**config.mk**
```make
export PLATFORM = sky130hd
export DESIGN_NAME = lsr_ctrl
export DESIGN_NICKNAME = d
export VERILOG_FILES = /design/src/sv/lsr_pkg.sv /design/src/sv/lsr_ctrl.sv
export VERILOG_INCLUDE_DIRS = /design/src /design/src/sv
export SDC_FILE = /design/constraint.sdc
export NUM_CORES = 1
export LEC_CHECK = 0
export ABC_AREA = 1
export BUFFER_PORTS_ARGS = -buffer_cell sky130_fd_sc_hd__buf_4
export CORE_UTILIZATION = 56
export DETAILED_ROUTE_END_ITERATION = 16
export PLACE_DENSITY = 0.81
export SLEW_MARGIN = 20
export SYNTH_ARGS = -nofsm -noshare
export SYNTH_HDL_FRONTEND = slang
export SYNTH_SLANG_ARGS = --single-unit
```
**constraint.sdc**
```tcl
create_clock -name clk -period 3.75 [get_ports clk]
set_input_delay 0 -clock clk [delete_from_list [all_inputs] [get_ports clk]]
set_output_delay 0 -clock clk [all_outputs]
set_load 0.005 [all_outputs]
```
**src/sv/lifo_stack_with_sort_reverse_defines.svh**
```systemverilog
// Assertion helpers shared by the stack RTL.
// Both clock on clk and are switched off while arst_n is low.
`ifndef LIFO_STACK_WITH_SORT_REVERSE_DEFINES_SVH
`define LIFO_STACK_WITH_SORT_REVERSE_DEFINES_SVH

// Same-cycle implication.
`define LSR_ASSERT_HOLDS(lbl, ante, cons, msg) \
	lbl: assert property (@(posedge clk) disable iff (!arst_n) (ante) |-> (cons)) \
		else $error(msg);

// Next-cycle implication.
`define LSR_ASSERT_NEXT(lbl, ante, cons, msg) \
	lbl: assert property (@(posedge clk) disable iff (!arst_n) (ante) |=> (cons)) \
		else $error(msg);

`endif

```
**src/sv/lsr_pkg.sv**
```systemverilog
package lsr_pkg;

	localparam int DEPTH  = 64;
	localparam int AW     = $clog2(DEPTH);
	localparam int CW     = $clog2(DEPTH + 1);
	localparam int DW     = 32;
	localparam int FILL_W = 7;

	localparam logic signed [DW-1:0] TOP_EMPTY = {1'b1, {(DW-1){1'b0}}};
	localparam logic signed [DW-1:0] POP_EMPTY = {DW{1'b1}};

	typedef enum logic [1:0] {
		ACT_PUSH    = 2'd0,
		ACT_POP     = 2'd1,
		ACT_REVERSE = 2'd2,
		ACT_SORT    = 2'd3
	} lsr_action_t;

	typedef enum logic [1:0] {
		STS_OK    = 2'd0,
		STS_EMPTY = 2'd1,
		STS_FULL  = 2'd2
	} lsr_status_t;

	typedef struct packed {
		lsr_action_t             action;
		logic signed [DW-1:0]    data_in;
	} lsr_cmd_t;

	typedef struct packed {
		lsr_status_t             status;
		logic signed [DW-1:0]    popped_value;
		logic signed [DW-1:0]    top_value;
		logic                    is_empty;
		logic [FILL_W-1:0]       fill_count;
	} lsr_result_t;

	// end-of-command report from the sequencer
	typedef struct packed {
		logic                    valid;
		lsr_status_t             status;
		logic signed [DW-1:0]    popped;
		logic signed [DW-1:0]    top;
		logic [CW-1:0]           count;
	} lsr_fin_t;

	// one write and one read access to a store
	typedef struct packed {
		logic                    we;
		logic [AW-1:0]           waddr;
		logic signed [DW-1:0]    wdata;
		logic [AW-1:0]           raddr;
	} lsr_port_t;

endpackage

```
**src/sv/lsr_ctrl.sv**
```systemverilog
`include "lifo_stack_with_sort_reverse_defines.svh"

module lsr_ctrl (
	input  logic                             clk,
	input  logic                             arst_n,
	input  logic                             start,
	input  lsr_pkg::lsr_cmd_t                cmd,
	output logic                             busy,
	output lsr_pkg::lsr_fin_t                fin,
	output lsr_pkg::lsr_port_t               stk_port,
	output lsr_pkg::lsr_port_t               scr_port,
	input  logic signed [lsr_pkg::DW-1:0]    stk_rdata,
	input  logic signed [lsr_pkg::DW-1:0]    scr_rdata
);
	import lsr_pkg::*;

	typedef enum logic [11:0] {
		S_IDLE    = 12'b0000_0000_0001,
		S_POPW    = 12'b0000_0000_0010,
		S_RV_RLO  = 12'b0000_0000_0100,
		S_RV_RHI  = 12'b0000_0000_1000,
		S_RV_W1   = 12'b0000_0001_0000,
		S_RV_W2   = 12'b0000_0010_0000,
		S_SO_LD   = 12'b0000_0100_0000,
		S_SO_LDW  = 12'b0000_1000_0000,
		S_SO_CMP  = 12'b0001_0000_0000,
		S_SO_STW  = 12'b0010_0000_0000,
		S_CP_RD   = 12'b0100_0000_0000,
		S_CP_WR   = 12'b1000_0000_0000
	} lsr_state_t;

	lsr_state_t           state_q, state_d;
	logic [CW-1:0]        count_q, count_d;
	logic signed [DW-1:0] top_q, top_d;
	logic signed [DW-1:0] popped_q, popped_d;
	logic [CW-1:0]        lo_q, lo_d;
	logic [CW-1:0]        hi_q, hi_d;
	logic [CW-1:0]        n_q, n_d;
	logic [CW-1:0]        t_q, t_d;
	logic signed [DW-1:0] v_q, v_d;
	logic signed [DW-1:0] st_q, st_d;
	logic signed [DW-1:0] a_q, a_d;

	logic                 fin_v;
	lsr_status_t          fin_sts;
	logic signed [DW-1:0] fin_pop;

	logic [CW-1:0]        cnt_m2, n_m1, t_m1, t_m2;

	assign cnt_m2 = count_q - CW'(2);
	assign n_m1   = n_q - CW'(1);
	assign t_m1   = t_q - CW'(1);
	assign t_m2   = t_q - CW'(2);
	assign busy   = (state_q != S_IDLE);

	always_comb begin
		state_d  = state_q;
		count_d  = count_q;
		top_d    = top_q;
		popped_d = popped_q;
		lo_d     = lo_q;
		hi_d     = hi_q;
		n_d      = n_q;
		t_d      = t_q;
		v_d      = v_q;
		st_d     = st_q;
		a_d      = a_q;
		fin_v    = 1'b0;
		fin_sts  = STS_OK;
		fin_pop  = '0;
		stk_port = '0;
		scr_port = '0;

		unique case (state_q)
			S_IDLE: begin
				if (start) begin
					unique case (cmd.action)
						ACT_PUSH: begin
							fin_v = 1'b1;
							if (count_q >= CW'(DEPTH)) begin
								fin_sts = STS_FULL;
							end else begin
								stk_port.we    = 1'b1;
								stk_port.waddr = count_q[AW-1:0];
								stk_port.wdata = cmd.data_in;
								count_d        = count_q + CW'(1);
								top_d          = cmd.data_in;
							end
						end
						ACT_POP: begin
							if (count_q == '0) begin
								fin_v   = 1'b1;
								fin_sts = STS_EMPTY;
								fin_pop = POP_EMPTY;
							end else begin
								// fetch the element that becomes the new top
								stk_port.raddr = cnt_m2[AW-1:0];
								popped_d       = top_q;
								count_d        = count_q - CW'(1);
								state_d        = S_POPW;
							end
						end
						ACT_REVERSE: begin
							if (count_q < CW'(2)) begin
								fin_v = 1'b1;
							end else begin
								lo_d    = '0;
								hi_d    = count_q - CW'(1);
								state_d = S_RV_RLO;
							end
						end
						ACT_SORT: begin
							n_d     = count_q;
							t_d     = '0;
							state_d = S_SO_LD;
						end
					endcase
				end
			end
			S_POPW: begin
				top_d   = stk_rdata;
				fin_v   = 1'b1;
				fin_pop = popped_q;
				state_d = S_IDLE;
			end
			S_RV_RLO: begin
				stk_port.raddr = lo_q[AW-1:0];
				state_d        = S_RV_RHI;
			end
			S_RV_RHI: begin
				stk_port.raddr = hi_q[AW-1:0];
				a_d            = stk_rdata;
				state_d        = S_RV_W1;
			end
			S_RV_W1: begin
				stk_port.we    = 1'b1;
				stk_port.waddr = lo_q[AW-1:0];
				stk_port.wdata = stk_rdata;
				// old bottom becomes the new top
				if (lo_q == '0) begin
					top_d = a_q;
				end
				state_d = S_RV_W2;
			end
			S_RV_W2: begin
				stk_port.we    = 1'b1;
				stk_port.waddr = hi_q[AW-1:0];
				stk_port.wdata = a_q;
				lo_d           = lo_q + CW'(1);
				hi_d           = hi_q - CW'(1);
				if (lo_q + CW'(2) < hi_q) begin
					state_d = S_RV_RLO;
				end else begin
					fin_v   = 1'b1;
					state_d = S_IDLE;
				end
			end
			S_SO_LD: begin
				if (n_q == '0) begin
					lo_d    = '0;
					state_d = S_CP_RD;
				end else begin
					stk_port.raddr = n_m1[AW-1:0];
					n_d            = n_m1;
					state_d        = S_SO_LDW;
				end
			end
			S_SO_LDW: begin
				v_d     = stk_rdata;
				state_d = S_SO_CMP;
			end
			S_SO_CMP: begin
				if (t_q != '0 && st_q > v_q) begin
					// move the larger scratch top back onto the stack
					stk_port.we    = 1'b1;
					stk_port.waddr = n_q[AW-1:0];
					stk_port.wdata = st_q;
					n_d            = n_q + CW'(1);
					t_d            = t_m1;
					if (t_q >= CW'(2)) begin
						scr_port.raddr = t_m2[AW-1:0];
						state_d        = S_SO_STW;
					end
				end else begin
					scr_port.we    = 1'b1;
					scr_port.waddr = t_q[AW-1:0];
					scr_port.wdata = v_q;
					st_d           = v_q;
					t_d            = t_q + CW'(1);
					state_d        = S_SO_LD;
				end
			end
			S_SO_STW: begin
				st_d    = scr_rdata;
				state_d = S_SO_CMP;
			end
			S_CP_RD: begin
				if (lo_q == t_q) begin
					top_d   = st_q;
					fin_v   = 1'b1;
					state_d = S_IDLE;
				end else begin
					scr_port.raddr = lo_q[AW-1:0];
					state_d        = S_CP_WR;
				end
			end
			S_CP_WR: begin
				stk_port.we    = 1'b1;
				stk_port.waddr = lo_q[AW-1:0];
				stk_port.wdata = scr_rdata;
				lo_d           = lo_q + CW'(1);
				state_d        = S_CP_RD;
			end
			default: begin
				state_d = S_IDLE;
			end
		endcase

		fin = '{valid: fin_v, status: fin_sts, popped: fin_pop, top: top_d, count: count_d};
	end

	always_ff @(posedge clk or negedge arst_n) begin
		if (!arst_n) begin
			state_q <= S_IDLE;
			count_q <= '0;
		end else begin
			state_q <= state_d;
			count_q <= count_d;
		end
	end

	always_ff @(posedge clk) begin
		top_q    <= top_d;
		popped_q <= popped_d;
		lo_q     <= lo_d;
		hi_q     <= hi_d;
		n_q      <= n_d;
		t_q      <= t_d;
		v_q      <= v_d;
		st_q     <= st_d;
		a_q      <= a_d;
	end

	`LSR_ASSERT_HOLDS(a_count_bound, 1'b1, count_q <= CW'(DEPTH), "element count beyond depth")
	`LSR_ASSERT_HOLDS(a_sort_conserve, state_q == S_SO_CMP || state_q == S_SO_STW,
		(CW+1)'(n_q) + (CW+1)'(t_q) < (CW+1)'(count_q) + (CW+1)'(1),
		"sort lost track of elements")
	`LSR_ASSERT_NEXT(a_pop_wait, !busy && start && cmd.action == ACT_POP && count_q != '0,
		state_q == S_POPW, "pop did not wait for the new top")

endmodule
```
==> summary.txt <==
Outcome
  – Status: complete, no violations

Finish
  – Area growth syn-to-layout: 32.77%
  – # diodes: 0
  – Most common cell after layout, fill and taps aside: nand2_1
  – Most frequent cells in the layout: nand2_1, buf_4, inv_1, edfxtp_1, nor2_1
  – Final Cell Area: 16270 sq um
  – Layout cells sized above 1: approximately a fifth
  – Util after Layout: 76.67%
  – Final nets: 1967

Yosys
  – Mean post-synth cell area: between 8 and 9 sq um
  – Gate Count Post-Synth: 1437
  – Mapped Nets: ~1600
  – Ys Warns: 0
  – Cell Area, Synth: about 12000 sq um
  – Yosys reg bits: about 210
  – Sequential share of the synthesized area: 47.35%
  – Async S/R FF share, synth: 9.179%
  – EDFF count, synth: 156
  – Ys flop type: edfxtp_1
  – Count of different cell masters after synthesis: 58

Critical path
  – CP top delay family: simple AND/OR/NAND/NOR gates
  – Crit path max fanout: 37
  – Worst Path Required: 3.75 ns
  – Buf/Inv on CP: 2
  – WS Path Type: reg2out
  – Worst Setup End Kind: primary output
  – CP Launch Type: flop
  – Crit-path max cell delay: 0.65 ns
  – Crit path top cell by count: nand2_1
  – Arrival time at the worst endpoint: 3.60 ns
  – CP Depth: 10
  – R2R depth: 21
  – Crit-path cells: nor2_2, nand2_1, nor2_4, nand2_1, nor2_8, nand3_4, clkinv_2, a21oi_1, nand2_1, buf_4
  – Critical Path Slowest Stage Cell: clkinv_2

GRT
  – Total GRT Usage: 41.62%
  – Vias in the first global route: roughly 13000
  – GRT Residual Overflow: 0
  – Initial antenna violation count: 1
  – Largest net degree at the start of global routing: 50
  – Global-route wire length before repair: about 70 mm

CTS
  – Clock Sinks: between 200 and 250
  – Clock Path Buffers: 3
  – CTS tree: yes
  – CTS clk-pin slew, worst paths: 0.07 ns
  – TritonCTS Buffers: 23
  – H-tree lvl count: 1
  – Post-CTS Setup Repair Bufs: 0
  – Root buffer cell: clkbuf_16
  – Clock latency at the later pin of the worst-skew pair: 0.52 ns

Placement
  – Port bufs: 265
  – Setup Slack @ Placement: 0.3792 ns
  – GP Congestion: between 0.9 and 1
  – DP Area: 14500 sq um
  – Post-DP HPWL: 30.98 mm

Floorplanning
  – Die width: 149.9 um
  – Core box area: 21220 sq um
  – Top Ports: 266
  – Rows: 53
  – Initial Util: 57.75%
  – Die ar.: 22480 sq um
  – Die H: 149.9 um

Detailed routing
  – Residual DRC: 0
  – Drt pass-1 iters: 7
  – Vias per std cell: 6.200
  – Via count: 12950
  – WL per Instance: about 22 um
  – Post-route ant nets: 0
  – Initial DRC Count: 1732
  – Final Routed Wirelength: approximately 46 mm

Pwr
  – PD cells: 544.0 nW/um^2
  – Worst VDD drop: 0.3628 mV
  – Leak: roughly 7.8 nW
  – Total Power: between 0.008 and 0.009 W

Timing
  – Skew final: 0.01611 ns
  – Actual slew at the worst max-slew pin: 0.9986 ns
  – Final Hold Viols: 0
  – Setup WS post-layout: 0.1466 ns
  – Setup Viol. Count Final: 0
  – Post-layout min period: 3.603 ns
  – Tcrit/Tclk final: 96.09%
  – Slew headroom: 33.21%
  – Slew Viols, Final: 0
  – RSZ-0062 raised after global routing: no
  – F_max: 277.5 MHz
  – Setup_tns: 0 ns

Worst hold path
  – Worst Hold Path Cells: 5
  – Path category of the worst min-delay check: in2reg

Job
  – Max-Cap Viols: 0
## worst min-delay path, cell delays in order
cell,delay [ns]
buf_4,0.12
ha_1,0.17
nor2_1,0.07
nand2_1,0.08
nor2_1,0.05
## sequential cells by signal, summed over array words and instances (netlist names), 12 cells and up
name,count
a_q,32
popped_q,32
st_q,32
state_q,12
top_q,32
v_q,32
## power breakdown
group	internal (W)	switching, W	total, W
registers	0.00293	0.000406	0.00333
logic	0.00123	0.00193	0.00316
clock network	0.00137	0.000988	0.00235
## per-layer routing
layer  GRT usage (%)  vias up  wire, um
met1           53.76     5927     16560
met2           61.50     1160     19970
met5               0        -        13
met3           14.76      250      7108
li1                -     5613         -
met4           21.26        2      2716
## final timing paths
kind	start	endpoint	slack, ns
setup / recovery	state_q[10]	fin[37]	0.15
hold / removal	cmd[32]	state_q[1]	0.009
setup reg to reg	v_q[15]	t_q[5]	0.31
hold reg to reg	top_q[29]	popped_q[29]	0.43
max in group asynchronous	arst_n	count_q[6]	1.82
min in group asynchronous	arst_n	state_q[0]	0.53
## layout make-up
class	instances	area (sq um)
Inverter	200	754.5
Clock inverter	12	117.6
Clock buffer	30	651.9
Timing Repair Buffer	389	3183
Fill cell	1442	4951
Sequential cell	207	5802
Tap cell	275	344.1
Multi-Input combinational cell	976	5416
## cell families (layout without fill, tap and decap cells)
group / after synthesis / in the layout / share of synthesized area (%)
AO/OA/AOI/OAI: 301 / 301 / 14.56
XOR/XNOR: 34 / 34 / 2.430
adder cells (fa/ha/maj): 69 / 69 / 7.106
buffers and inverters: 254 / 631 / 8.526
flip-flops: 207 / 207 / 47.35
multiplexers: 1 / 1 / 0.08169
AND/OR/NAND/NOR: 571 / 571 / 19.95
## cell usage after synthesis, drive strengths merged, types with 25 or more instances
library cell,count,area (sq um)
inv,199,749.5
buf,30,196.4
nand3,66,352.8
nand2,317,1205
edfxtp,156,4684
a21oi,75,379.1
dfxtp,32,640.6
o22ai,37,231.5
nor2,146,618.1
xor2,25,219.0
ha,68,850.8
o21ai,121,609.3
## stage by stage
stage / instances / hold slack, ns
floorplan: 1437 / -0.2956
global route: 2089 / 0.04582
detailed placement: 1947 / -0.1003
global placement: 1947 / -0.1091
finish: 2089 / 0.009025
CTS: 2089 / 0.005439
## repair_timing
action | in CTS | in global routing
endpoints found under the setup margin | 0 | 1
endpoints found under the hold margin | 148 | 0
gates resized for setup | 0 | 1
hold buffers | 100 | 0
Note: power is estimated with default switching activity, not from simulation.
